===== src/stt_pkg.sv =====
package stt_pkg;

    // Width of the running byte offset; offsets and lengths wrap at this width
    localparam int OFFSET_BITS = 16;

    // Result queue sizing
    localparam int MAX_RESULTS = 3;
    localparam int FIFO_DEPTH  = 8;
    localparam int PTR_BITS    = $clog2(FIFO_DEPTH);
    localparam int CNT_BITS    = $clog2(FIFO_DEPTH + 1);

    localparam logic [30:0] INT_SAT = 31'h7FFF_FFFF;

    // Character codes
    localparam logic [7:0] CH_SPACE  = 8'h20;
    localparam logic [7:0] CH_TAB    = 8'h09;
    localparam logic [7:0] CH_CR     = 8'h0D;
    localparam logic [7:0] CH_LF     = 8'h0A;
    localparam logic [7:0] CH_LPAREN = 8'h28;
    localparam logic [7:0] CH_RPAREN = 8'h29;
    localparam logic [7:0] CH_PLUS   = 8'h2B;
    localparam logic [7:0] CH_MINUS  = 8'h2D;
    localparam logic [7:0] CH_STAR   = 8'h2A;
    localparam logic [7:0] CH_SLASH  = 8'h2F;
    localparam logic [7:0] CH_QUEST  = 8'h3F;
    localparam logic [7:0] CH_COMMA  = 8'h2C;
    localparam logic [7:0] CH_BANG   = 8'h21;
    localparam logic [7:0] CH_EQUAL  = 8'h3D;
    localparam logic [7:0] CH_AMP    = 8'h26;
    localparam logic [7:0] CH_BAR    = 8'h7C;
    localparam logic [7:0] CH_GT     = 8'h3E;
    localparam logic [7:0] CH_COLON  = 8'h3A;
    localparam logic [7:0] CH_SEMI   = 8'h3B;
    localparam logic [7:0] CH_QUOTE  = 8'h22;
    localparam logic [7:0] CH_NUL    = 8'h00;
    localparam logic [7:0] CH_DEL    = 8'hFF;

    typedef enum logic [4:0] {
        KIND_LPAREN      = 5'd0,
        KIND_RPAREN      = 5'd1,
        KIND_PLUS        = 5'd2,
        KIND_MINUS       = 5'd3,
        KIND_MULTIPLY    = 5'd4,
        KIND_DIVIDE      = 5'd5,
        KIND_SOME        = 5'd6,
        KIND_COMMA       = 5'd7,
        KIND_BANG        = 5'd8,
        KIND_NOT_EQUAL   = 5'd9,
        KIND_ASSIGN      = 5'd10,
        KIND_EQUAL       = 5'd11,
        KIND_AND         = 5'd12,
        KIND_OR          = 5'd13,
        KIND_PIPE        = 5'd14,
        KIND_COLON       = 5'd15,
        KIND_RETURN_TYPE = 5'd16,
        KIND_SEMI        = 5'd17,
        KIND_BLOCK_END   = 5'd18,
        KIND_IDEN        = 5'd19,
        KIND_INT         = 5'd20,
        KIND_STRING      = 5'd21,
        KIND_ILLEGAL     = 5'd22,
        KIND_END         = 5'd23
    } t_kind;

    typedef enum logic [2:0] {
        MODE_IDLE,
        MODE_IDEN,
        MODE_INT,
        MODE_STR,
        MODE_DONE
    } t_mode;

    typedef enum logic [2:0] {
        PEND_NONE,
        PEND_BANG,
        PEND_EQ,
        PEND_AMP,
        PEND_BAR,
        PEND_COLON,
        PEND_SEMI
    } t_pend;

    typedef struct packed {
        t_kind       kind;
        logic [15:0] start;
        logic [15:0] length;
        logic [30:0] value;
        logic        last;
    } t_entry;

    typedef struct packed {
        logic [1:0]                   count;
        t_entry [MAX_RESULTS-1:0]     ent;
    } t_push;

    // Keep the low 16 bits of an offset, zero-extending narrow offsets
    function automatic logic [15:0] out16(input logic [OFFSET_BITS-1:0] x);
        logic [31:0] t;
        t = 32'(x);
        return t[15:0];
    endfunction

    function automatic logic is_letter(input logic [7:0] b);
        return (b >= 8'h61 && b <= 8'h7A) || (b >= 8'h41 && b <= 8'h5A) || b == 8'h5F;
    endfunction

    function automatic logic is_digit(input logic [7:0] b);
        return b >= 8'h30 && b <= 8'h39;
    endfunction

    // Token for an operator that found no partner
    function automatic t_kind lone_kind(input t_pend p);
        t_kind k;
        case (p)
            PEND_BANG:  k = KIND_BANG;
            PEND_EQ:    k = KIND_ASSIGN;
            PEND_COLON: k = KIND_COLON;
            PEND_SEMI:  k = KIND_SEMI;
            default:    k = KIND_ILLEGAL;
        endcase
        return k;
    endfunction

endpackage


===== src/stt_scan.sv =====
module stt_scan (
    input  logic           i_clk,
    input  logic           i_rst_n,
    input  logic           i_accept,
    input  logic [7:0]     i_text_byte,
    input  logic           i_stream_end,
    output stt_pkg::t_push o_push
);
    import stt_pkg::*;

    t_mode                  r_mode, n_mode;
    t_pend                  r_pend, n_pend;
    logic [OFFSET_BITS-1:0] r_off, n_off;
    logic [OFFSET_BITS-1:0] r_tbeg, n_tbeg;
    logic [30:0]            r_acc, n_acc;

    t_entry [MAX_RESULTS-1:0] toks;
    logic [1:0]               cnt;
    logic                     consumed;
    logic [OFFSET_BITS-1:0]   nxt;
    logic [34:0]              acc_wide;
    t_kind                    pair_k;
    logic                     pair_hit;

    function automatic t_entry tok(input t_kind k, input logic [OFFSET_BITS-1:0] s,
                                   input logic [OFFSET_BITS-1:0] l, input logic [30:0] v);
        t_entry e;
        e.kind   = k;
        e.start  = out16(s);
        e.length = out16(l);
        e.value  = v;
        e.last   = 1'b0;
        return e;
    endfunction

    // Work out the whole step for one byte: state update and up to three tokens
    always_comb begin
        n_mode   = r_mode;
        n_pend   = r_pend;
        n_off    = r_off;
        n_tbeg   = r_tbeg;
        n_acc    = r_acc;
        toks     = '0;
        cnt      = 2'd0;
        consumed = 1'b0;
        nxt      = r_off + 1'b1;
        acc_wide = ({4'b0, r_acc} << 3) + ({4'b0, r_acc} << 1) + {31'b0, i_text_byte[3:0]};
        pair_k   = KIND_ILLEGAL;
        pair_hit = 1'b0;

        // Match a two-character operator against the pending first character
        case (r_pend)
            PEND_BANG:  begin
                pair_hit = i_text_byte == CH_EQUAL;
                pair_k   = KIND_NOT_EQUAL;
            end
            PEND_EQ:    begin
                pair_hit = i_text_byte == CH_EQUAL;
                pair_k   = KIND_EQUAL;
            end
            PEND_AMP:   begin
                pair_hit = i_text_byte == CH_AMP;
                pair_k   = KIND_AND;
            end
            PEND_BAR:   begin
                pair_hit = i_text_byte == CH_BAR || i_text_byte == CH_GT;
                pair_k   = (i_text_byte == CH_BAR) ? KIND_OR : KIND_PIPE;
            end
            PEND_COLON: begin
                pair_hit = i_text_byte == CH_COLON;
                pair_k   = KIND_RETURN_TYPE;
            end
            PEND_SEMI:  begin
                pair_hit = i_text_byte == CH_SEMI;
                pair_k   = KIND_BLOCK_END;
            end
            default: ;
        endcase

        // Finish or extend the token in progress
        if (r_mode == MODE_DONE) begin
            consumed = 1'b1;
        end else if (r_pend != PEND_NONE) begin
            toks[0]  = tok(pair_hit ? pair_k : lone_kind(r_pend), r_tbeg, '0, '0);
            cnt      = 2'd1;
            consumed = pair_hit;
            n_pend   = PEND_NONE;
        end else begin
            case (r_mode)
                MODE_IDEN: begin
                    if (is_letter(i_text_byte)) begin
                        consumed = 1'b1;
                    end else begin
                        toks[0] = tok(KIND_IDEN, r_tbeg, r_off - r_tbeg, '0);
                        cnt     = 2'd1;
                        n_mode  = MODE_IDLE;
                    end
                end
                MODE_INT: begin
                    if (is_digit(i_text_byte)) begin
                        n_acc    = (acc_wide > {4'b0, INT_SAT}) ? INT_SAT : acc_wide[30:0];
                        consumed = 1'b1;
                    end else begin
                        toks[0] = tok(KIND_INT, r_tbeg, r_off - r_tbeg, r_acc);
                        cnt     = 2'd1;
                        n_mode  = MODE_IDLE;
                    end
                end
                MODE_STR: begin
                    if (i_text_byte == CH_QUOTE) begin
                        toks[0] = tok(KIND_STRING, r_tbeg, r_off - r_tbeg, '0);
                        cnt     = 2'd1;
                        n_mode  = MODE_IDLE;
                    end
                    consumed = 1'b1;
                end
                default: ;
            endcase
        end

        // Scan the byte from idle
        if (!consumed) begin
            case (i_text_byte) inside
                CH_SPACE, CH_TAB, CH_CR, CH_LF: ;
                CH_LPAREN, CH_RPAREN, CH_PLUS, CH_MINUS,
                CH_STAR, CH_SLASH, CH_QUEST, CH_COMMA: begin
                    case (i_text_byte)
                        CH_LPAREN: toks[cnt] = tok(KIND_LPAREN, r_off, '0, '0);
                        CH_RPAREN: toks[cnt] = tok(KIND_RPAREN, r_off, '0, '0);
                        CH_PLUS:   toks[cnt] = tok(KIND_PLUS, r_off, '0, '0);
                        CH_MINUS:  toks[cnt] = tok(KIND_MINUS, r_off, '0, '0);
                        CH_STAR:   toks[cnt] = tok(KIND_MULTIPLY, r_off, '0, '0);
                        CH_SLASH:  toks[cnt] = tok(KIND_DIVIDE, r_off, '0, '0);
                        CH_QUEST:  toks[cnt] = tok(KIND_SOME, r_off, '0, '0);
                        default:   toks[cnt] = tok(KIND_COMMA, r_off, '0, '0);
                    endcase
                    cnt = cnt + 2'd1;
                end
                CH_BANG, CH_EQUAL, CH_AMP, CH_BAR, CH_COLON, CH_SEMI: begin
                    case (i_text_byte)
                        CH_BANG:  n_pend = PEND_BANG;
                        CH_EQUAL: n_pend = PEND_EQ;
                        CH_AMP:   n_pend = PEND_AMP;
                        CH_BAR:   n_pend = PEND_BAR;
                        CH_COLON: n_pend = PEND_COLON;
                        default:  n_pend = PEND_SEMI;
                    endcase
                    n_tbeg = r_off;
                end
                CH_NUL, CH_DEL: begin
                    toks[cnt] = tok(KIND_END, r_off, '0, '0);
                    cnt       = cnt + 2'd1;
                    n_mode    = MODE_DONE;
                end
                CH_QUOTE: begin
                    n_mode = MODE_STR;
                    n_tbeg = nxt;
                end
                default: begin
                    if (is_letter(i_text_byte)) begin
                        n_mode = MODE_IDEN;
                        n_tbeg = r_off;
                    end else if (is_digit(i_text_byte)) begin
                        n_mode = MODE_INT;
                        n_tbeg = r_off;
                        n_acc  = {27'b0, i_text_byte[3:0]};
                    end else begin
                        toks[cnt] = tok(KIND_ILLEGAL, r_off, '0, '0);
                        cnt       = cnt + 2'd1;
                    end
                end
            endcase
        end

        // Close the stream: flush what is open, add END, return to reset
        if (i_stream_end) begin
            if (n_mode != MODE_DONE) begin
                if (n_pend != PEND_NONE) begin
                    toks[cnt] = tok(lone_kind(n_pend), n_tbeg, '0, '0);
                    cnt       = cnt + 2'd1;
                end else if (n_mode == MODE_IDEN) begin
                    toks[cnt] = tok(KIND_IDEN, n_tbeg, nxt - n_tbeg, '0);
                    cnt       = cnt + 2'd1;
                end else if (n_mode == MODE_INT) begin
                    toks[cnt] = tok(KIND_INT, n_tbeg, nxt - n_tbeg, n_acc);
                    cnt       = cnt + 2'd1;
                end else if (n_mode == MODE_STR) begin
                    toks[cnt] = tok(KIND_STRING, n_tbeg, nxt - n_tbeg, '0);
                    cnt       = cnt + 2'd1;
                end
                // Drop END when three tokens are already out
                if (cnt != 2'd3) begin
                    toks[cnt] = tok(KIND_END, nxt, '0, '0);
                    cnt       = cnt + 2'd1;
                end
            end
            n_mode = MODE_IDLE;
            n_pend = PEND_NONE;
            n_off  = '0;
            n_tbeg = '0;
            n_acc  = '0;
        end else begin
            n_off = nxt;
        end

        // Mark the last token of this byte
        case (cnt)
            2'd1:    toks[0].last = 1'b1;
            2'd2:    toks[1].last = 1'b1;
            2'd3:    toks[2].last = 1'b1;
            default: ;
        endcase

        o_push.count = cnt;
        o_push.ent   = toks;
    end

    // Advance scanner state on each accepted beat
    always_ff @(posedge i_clk) begin
        if (!i_rst_n) begin
            r_mode <= MODE_IDLE;
            r_pend <= PEND_NONE;
            r_off  <= '0;
            r_tbeg <= '0;
            r_acc  <= '0;
        end else if (i_accept) begin
            r_mode <= n_mode;
            r_pend <= n_pend;
            r_off  <= n_off;
            r_tbeg <= n_tbeg;
            r_acc  <= n_acc;
        end
    end

endmodule


===== src/stt_token_fifo.sv =====
module stt_token_fifo (
    input  logic            i_clk,
    input  logic            i_rst_n,
    input  logic            i_push_en,
    input  stt_pkg::t_push  i_push,
    output logic            o_room,
    output logic            o_valid,
    input  logic            i_ready,
    output stt_pkg::t_entry o_entry
);
    import stt_pkg::*;

    localparam logic [CNT_BITS-1:0] ROOM_LIMIT = CNT_BITS'(FIFO_DEPTH - MAX_RESULTS);

    t_entry              r_mem [FIFO_DEPTH];
    logic [PTR_BITS-1:0] r_wptr, r_rptr;
    logic [CNT_BITS-1:0] r_count, n_count;
    logic [1:0]          push_n;
    logic                pop;

    assign push_n  = i_push_en ? i_push.count : 2'd0;
    assign pop     = o_valid && i_ready;
    assign o_valid = r_count != '0;
    assign o_room  = r_count <= ROOM_LIMIT;
    assign o_entry = r_mem[r_rptr];
    assign n_count = r_count + CNT_BITS'(push_n) - CNT_BITS'(pop);

    // Write up to three tokens of one beat at consecutive slots
    always_ff @(posedge i_clk) begin
        for (int i = 0; i < MAX_RESULTS; i++) begin
            if (2'(i) < push_n) begin
                r_mem[r_wptr + PTR_BITS'(i)] <= i_push.ent[i];
            end
        end
    end

    // Advance pointers and hold the fill count
    always_ff @(posedge i_clk) begin
        if (!i_rst_n) begin
            r_wptr  <= '0;
            r_rptr  <= '0;
            r_count <= '0;
        end else begin
            r_wptr  <= r_wptr + PTR_BITS'(push_n);
            r_rptr  <= r_rptr + PTR_BITS'(pop);
            r_count <= n_count;
        end
    end

endmodule


===== src/source_text_tokenizer.sv =====
// Source text tokenizer: takes one source byte per beat and returns tokens one per
// beat, with the last token caused by a byte flagged in o_final_of_run. Each byte
// yields zero to three tokens, which go into an eight-entry token queue that drains
// one token per cycle while i_ready is high. o_ready is high while the queue holds
// at most five tokens, so while i_ready stays high the input runs at one byte per
// cycle as long as bytes average no more than one token each, and otherwise at the
// output rate of one token per cycle. The byte marked by i_stream_end closes the
// stream and the next byte starts a new one at offset 0.
module source_text_tokenizer (
    input  logic        i_clk,
    input  logic        i_rst_n,
    input  logic        i_valid,
    output logic        o_ready,
    input  logic [7:0]  i_text_byte,
    input  logic        i_stream_end,
    output logic        o_valid,
    input  logic        i_ready,
    output logic [4:0]  o_token_kind,
    output logic [15:0] o_text_start,
    output logic [15:0] o_text_length,
    output logic [30:0] o_int_value,
    output logic        o_final_of_run
);
    import stt_pkg::*;

    t_push  push;
    t_entry head;
    logic   accept;

    assign accept = i_valid && o_ready;

    stt_scan u_scan (
        .i_clk        (i_clk),
        .i_rst_n      (i_rst_n),
        .i_accept     (accept),
        .i_text_byte  (i_text_byte),
        .i_stream_end (i_stream_end),
        .o_push       (push)
    );

    stt_token_fifo u_fifo (
        .i_clk     (i_clk),
        .i_rst_n   (i_rst_n),
        .i_push_en (accept),
        .i_push    (push),
        .o_room    (o_ready),
        .o_valid   (o_valid),
        .i_ready   (i_ready),
        .o_entry   (head)
    );

    // Unpack the head token onto the result ports
    assign o_token_kind   = head.kind;
    assign o_text_start   = head.start;
    assign o_text_length  = head.length;
    assign o_int_value    = head.value;
    assign o_final_of_run = head.last;

endmodule

===== config.mk =====
export PLATFORM = sky130hd
export DESIGN_NAME = source_text_tokenizer
export DESIGN_NICKNAME = d
export VERILOG_FILES = /design/src/stt_pkg.sv /design/src/stt_scan.sv /design/src/stt_token_fifo.sv /design/src/source_text_tokenizer.sv
export SDC_FILE = /design/constraint.sdc
export NUM_CORES = 2
export LEC_CHECK = 0
export BUFFER_PORTS_ARGS = -buffer_cell sky130_fd_sc_hd__buf_2
export CAP_MARGIN = 20
export CORE_ASPECT_RATIO = 1.75
export CORE_UTILIZATION = 50
export CTS_BUF_LIST = sky130_fd_sc_hd__clkbuf_4
export DETAILED_ROUTE_END_ITERATION = 8
export PLACE_DENSITY = 0.69
export SLEW_MARGIN = 20
export SYNTH_ARGS = -nofsm -noshare
export SYNTH_HDL_FRONTEND = slang
export SYNTH_SLANG_ARGS = --single-unit

===== constraint.sdc =====
create_clock -name i_clk -period 12.4 [get_ports i_clk]
set_input_delay 2.48 -clock i_clk [delete_from_list [all_inputs] [get_ports i_clk]]
set_output_delay 2.48 -clock i_clk [all_outputs]
set_load 0.02 [all_outputs]

==> flow_summary_export.csv <==
group,metric,value,unit
synthesis,yosysTopAreaCell,"edfxtp_1",
power,ir_drop,0.000107,V
sta,rsz0062_at_grt,"no",
global_route,grt_usage,37.2,%
place,gp_congestion,0.984,
drt,drc,0,
synthesis,synth_nets,4487,
cts,clk_latency,1.03,ns
place,place_inst,5250,
final_layout,final_cell_mix,"edfxtp_1, nand2_1, nor2_1",
synthesis,synth-edff-count,552,
final_layout,layout.cells.non_filler,5513,
synthesis,post-synth-top-area-fraction,39.0,%
run_status,status,"completed",
drt,antenna_left,0,
sta,worst_pin_slew,1.25,ns
cts,cts_root_buf,"clkbuf_4",
cts,clk_pin_slew,0.07,ns
synthesis,syn_area_per_cell,9.74,sq um
synthesis,syn_inst,4361,
final_layout,final_common_cell,"edfxtp_1",
drt,wl_per_cell,29.6,um
global_route,grtUsageMet2,60.3,%
global_route,use_met1,42.7,%
sta,setup_viol,0,
synthesis,seq_area_frac_synth,42.7,%
global_route,grt_pass1_wl,239,mm
floorplan,die_width,222,um
power,leakagePower,16.6,nW
worst_setup_path,path_max_fanout,18,
sta,fin_ws,3.93,ns
global_route,grt_pass1_vias,38200,
synthesis,synth_mux_area_share,10.5,%
worst_setup_path,critical-path-top-delay-family,"compound AO/OA/AOI/OAI gates",
sta,finClkSkew,0.0748,ns
worst_setup_path,cp.arrival,9.30,ns
floorplan,start_util,50.4,%
sta,slew_headroom,15.7,%
cts,hold_buffers,0,
worst_setup_path,path_buf_inv,3,
place,place_area,43800,sq um
cts,clockBufferDepth,3,
final_layout,multiInputGateArea,22800,sq um
worst_setup_path,end_kind,"flip-flop",
synthesis,syn_area,42500,sq um
sta,finalCritPeriodShare,68.3,%
global_route,busiest_layer,"met2",
synthesis,ys.flop_type,"edfxtp_1",
sta,setup_tns,0,ns
floorplan,io_pins,84,
floorplan,row_count,141,
power,clockPowerShare,26.7,%
worst_setup_path,cpMaxStageDelayCell,"nor2_1",
power,swShare,35.8,%
power,switching_power,2.32,mW
final_layout,syn_to_final_growth,7.73,%
power,pwr-share-comb,32.1,%
final_layout,fin_util,54.3,%
worst_setup_path,cp_common_cell,"a21oi_1",
drt,drtIter0Drc,6024,
floorplan,die_y,388,um
sta,slew_violations,0,
power,pwr-share-seq,41.2,%
synthesis,synth_top_family_by_area,"compound AO/OA/AOI/OAI gates",
global_route,grt_max_degree,80,
sta,timing.hold.ws,0.584,ns
drt,routed_wl,163,mm
final_layout,layout-drive-gt1-share,17.1,%
power,power,6.47,mW
drt,dr.pass1.iters,9,
place,hpwl,104,mm
final_layout,seqCellArea,18200,sq um
floorplan,core-area,84300,sq um
worst_setup_path,cp.required,13.23,ns
sta,hold_violations,0,
worst_setup_path,cp-start-kind,"primary input",
synthesis,yosys.area_share.xor_xnor,1.43,%
global_route,grt_overflow_total,0,
power,p_int,4.16,mW
cts,cts-resized-gates,0,
sta,final.min_clock_period,8.47,ns
drt,vias_per_cell,7.15,
final_layout,postLayoutCellArea,45800,sq um
hold_path,hold_path.class,"reg -> reg",
synthesis,synthAdderAreaFrac,3.43,%
place,port_buffers,83,
sta,fmax,118,MHz
cts,cts_buffers,148,
place,pre_cts_slack,3.17,ns
worst_setup_path,path_class,"in -> reg",
final_layout,nNetsFinal,4455,
synthesis,ys_ff_latch,631,
synthesis,synth_compound_area_share,22.4,%
synthesis,ys_types,105,
floorplan,die_area,86200,sq um
synthesis,yosys.area_share.simple,15.2,%
global_route,antenna_found_initial,9,
final_layout,fillers,7455,
global_route,use_met3,10.4,%
cts,htree_levels,4,
cts,cts_tree,"built",
power,power_density,141,nW/um^2
synthesis,ys_async_sr_fraction,0,%
run,maxCapViolCount,0,
drt,via_count,39400,
synthesis,synth_top_cells_by_area,"edfxtp_1, mux4_2, a21oi_1",
cts,cts.sink_count,631,
cts,post_cts_buffers,0,
synthesis,ys_warn_count,0,
worst_setup_path,slowest_delay,0.77,ns
## layer usage
| metal | share of wire (%) | wire length [um] |
|---|---|---|
| met5 | 0.11 | 177 |
| met4 | 7.3 | 11900 |
| met3 | 12 | 20200 |
| met2 | 47 | 76600 |
| met1 | 33 | 54300 |
## cells by family (layout without fill, tap and decap cells)
kind of cell | Yosys count | count (layout)
xor gates and xnor gates | 68 | 68
DFF | 631 | 631
and+or+nand+nor | 1415 | 1415
other | 0 | 3
adders and majority gates | 113 | 113
muxes | 263 | 263
buffers and inverters | 471 | 548
AOI/OAI and AO/OA | 1400 | 1400
## power groups by stage
stage | Combinational [mW] | Sequential (mW) | Clock [mW]
after floorplan | 1.38 | 2.68 | 0
after global placement | 2.02 | 2.70 | 0
after detailed placement | 2.03 | 2.71 | 0
after CTS | 2.04 | 2.66 | 1.73
after global routing | 2.16 | 2.68 | 1.82
final | 2.08 | 2.66 | 1.73
## cell usage after synthesis, types with 27 or more instances
master,number
a211oi_1,37
a21o_1,35
a21oi_1,366
a221oi_1,92
a22oi_1,71
and2_1,65
buf_1,51
buf_2,54
clkbuf_1,269
dfxtp_1,79
edfxtp_1,552
ha_1,107
inv_1,82
mux2_2,74
mux2i_1,51
mux4_2,138
nand2_1,486
nand3_1,101
nor2_1,467
nor2b_1,55
nor3_1,75
o211ai_1,31
o21ai_0,245
o21ai_1,35
o221ai_1,143
o22ai_1,108
or3_1,27
xnor2_1,42
## layout make-up
type                       instances  share of cell area [%]
multi-input combinational       3259                    49.8
sequential                       631                    39.7
clock buffer                     206                    3.38
tap                             1072                    2.93
timing repair buffer             200                    2.83
inverter                          89                   0.730
clock inverter                    53                   0.659
antenna                            3                  0.0164
## worst min-delay path: cells and delay by family (launching register included)
kind | cells | cell delay [ns]
compound gates | 1 | 0.09
flops | 1 | 0.35
simple gates | 1 | 0.10
## path summary, 6_finish.rpt
check                          from                  end  slack (ns)  depth (start not counted)
setup / recovery     i_text_byte[3]  u_fifo.r_mem[5][46]        3.93                         25
hold / removal    u_scan.r_tbeg[12]    u_scan.r_tbeg[12]        0.58                          2
setup reg to reg   u_scan.r_mode[2]  u_fifo.r_mem[2][50]        5.03                         17
hold reg to reg   u_scan.r_tbeg[12]    u_scan.r_tbeg[12]        0.58                          2
## registers in the layout, indices dropped and copies added (netlist names)
name,cells
u_scan.r_pend,3
u_scan.r_mode,3
u_fifo.r_mem,552
u_fifo.r_rptr,3
u_scan.r_acc,31
u_fifo.r_count,4
u_scan.r_tbeg,16
u_scan.r_off,16
u_fifo.r_wptr,3
(Power assumes the default switching activity.)
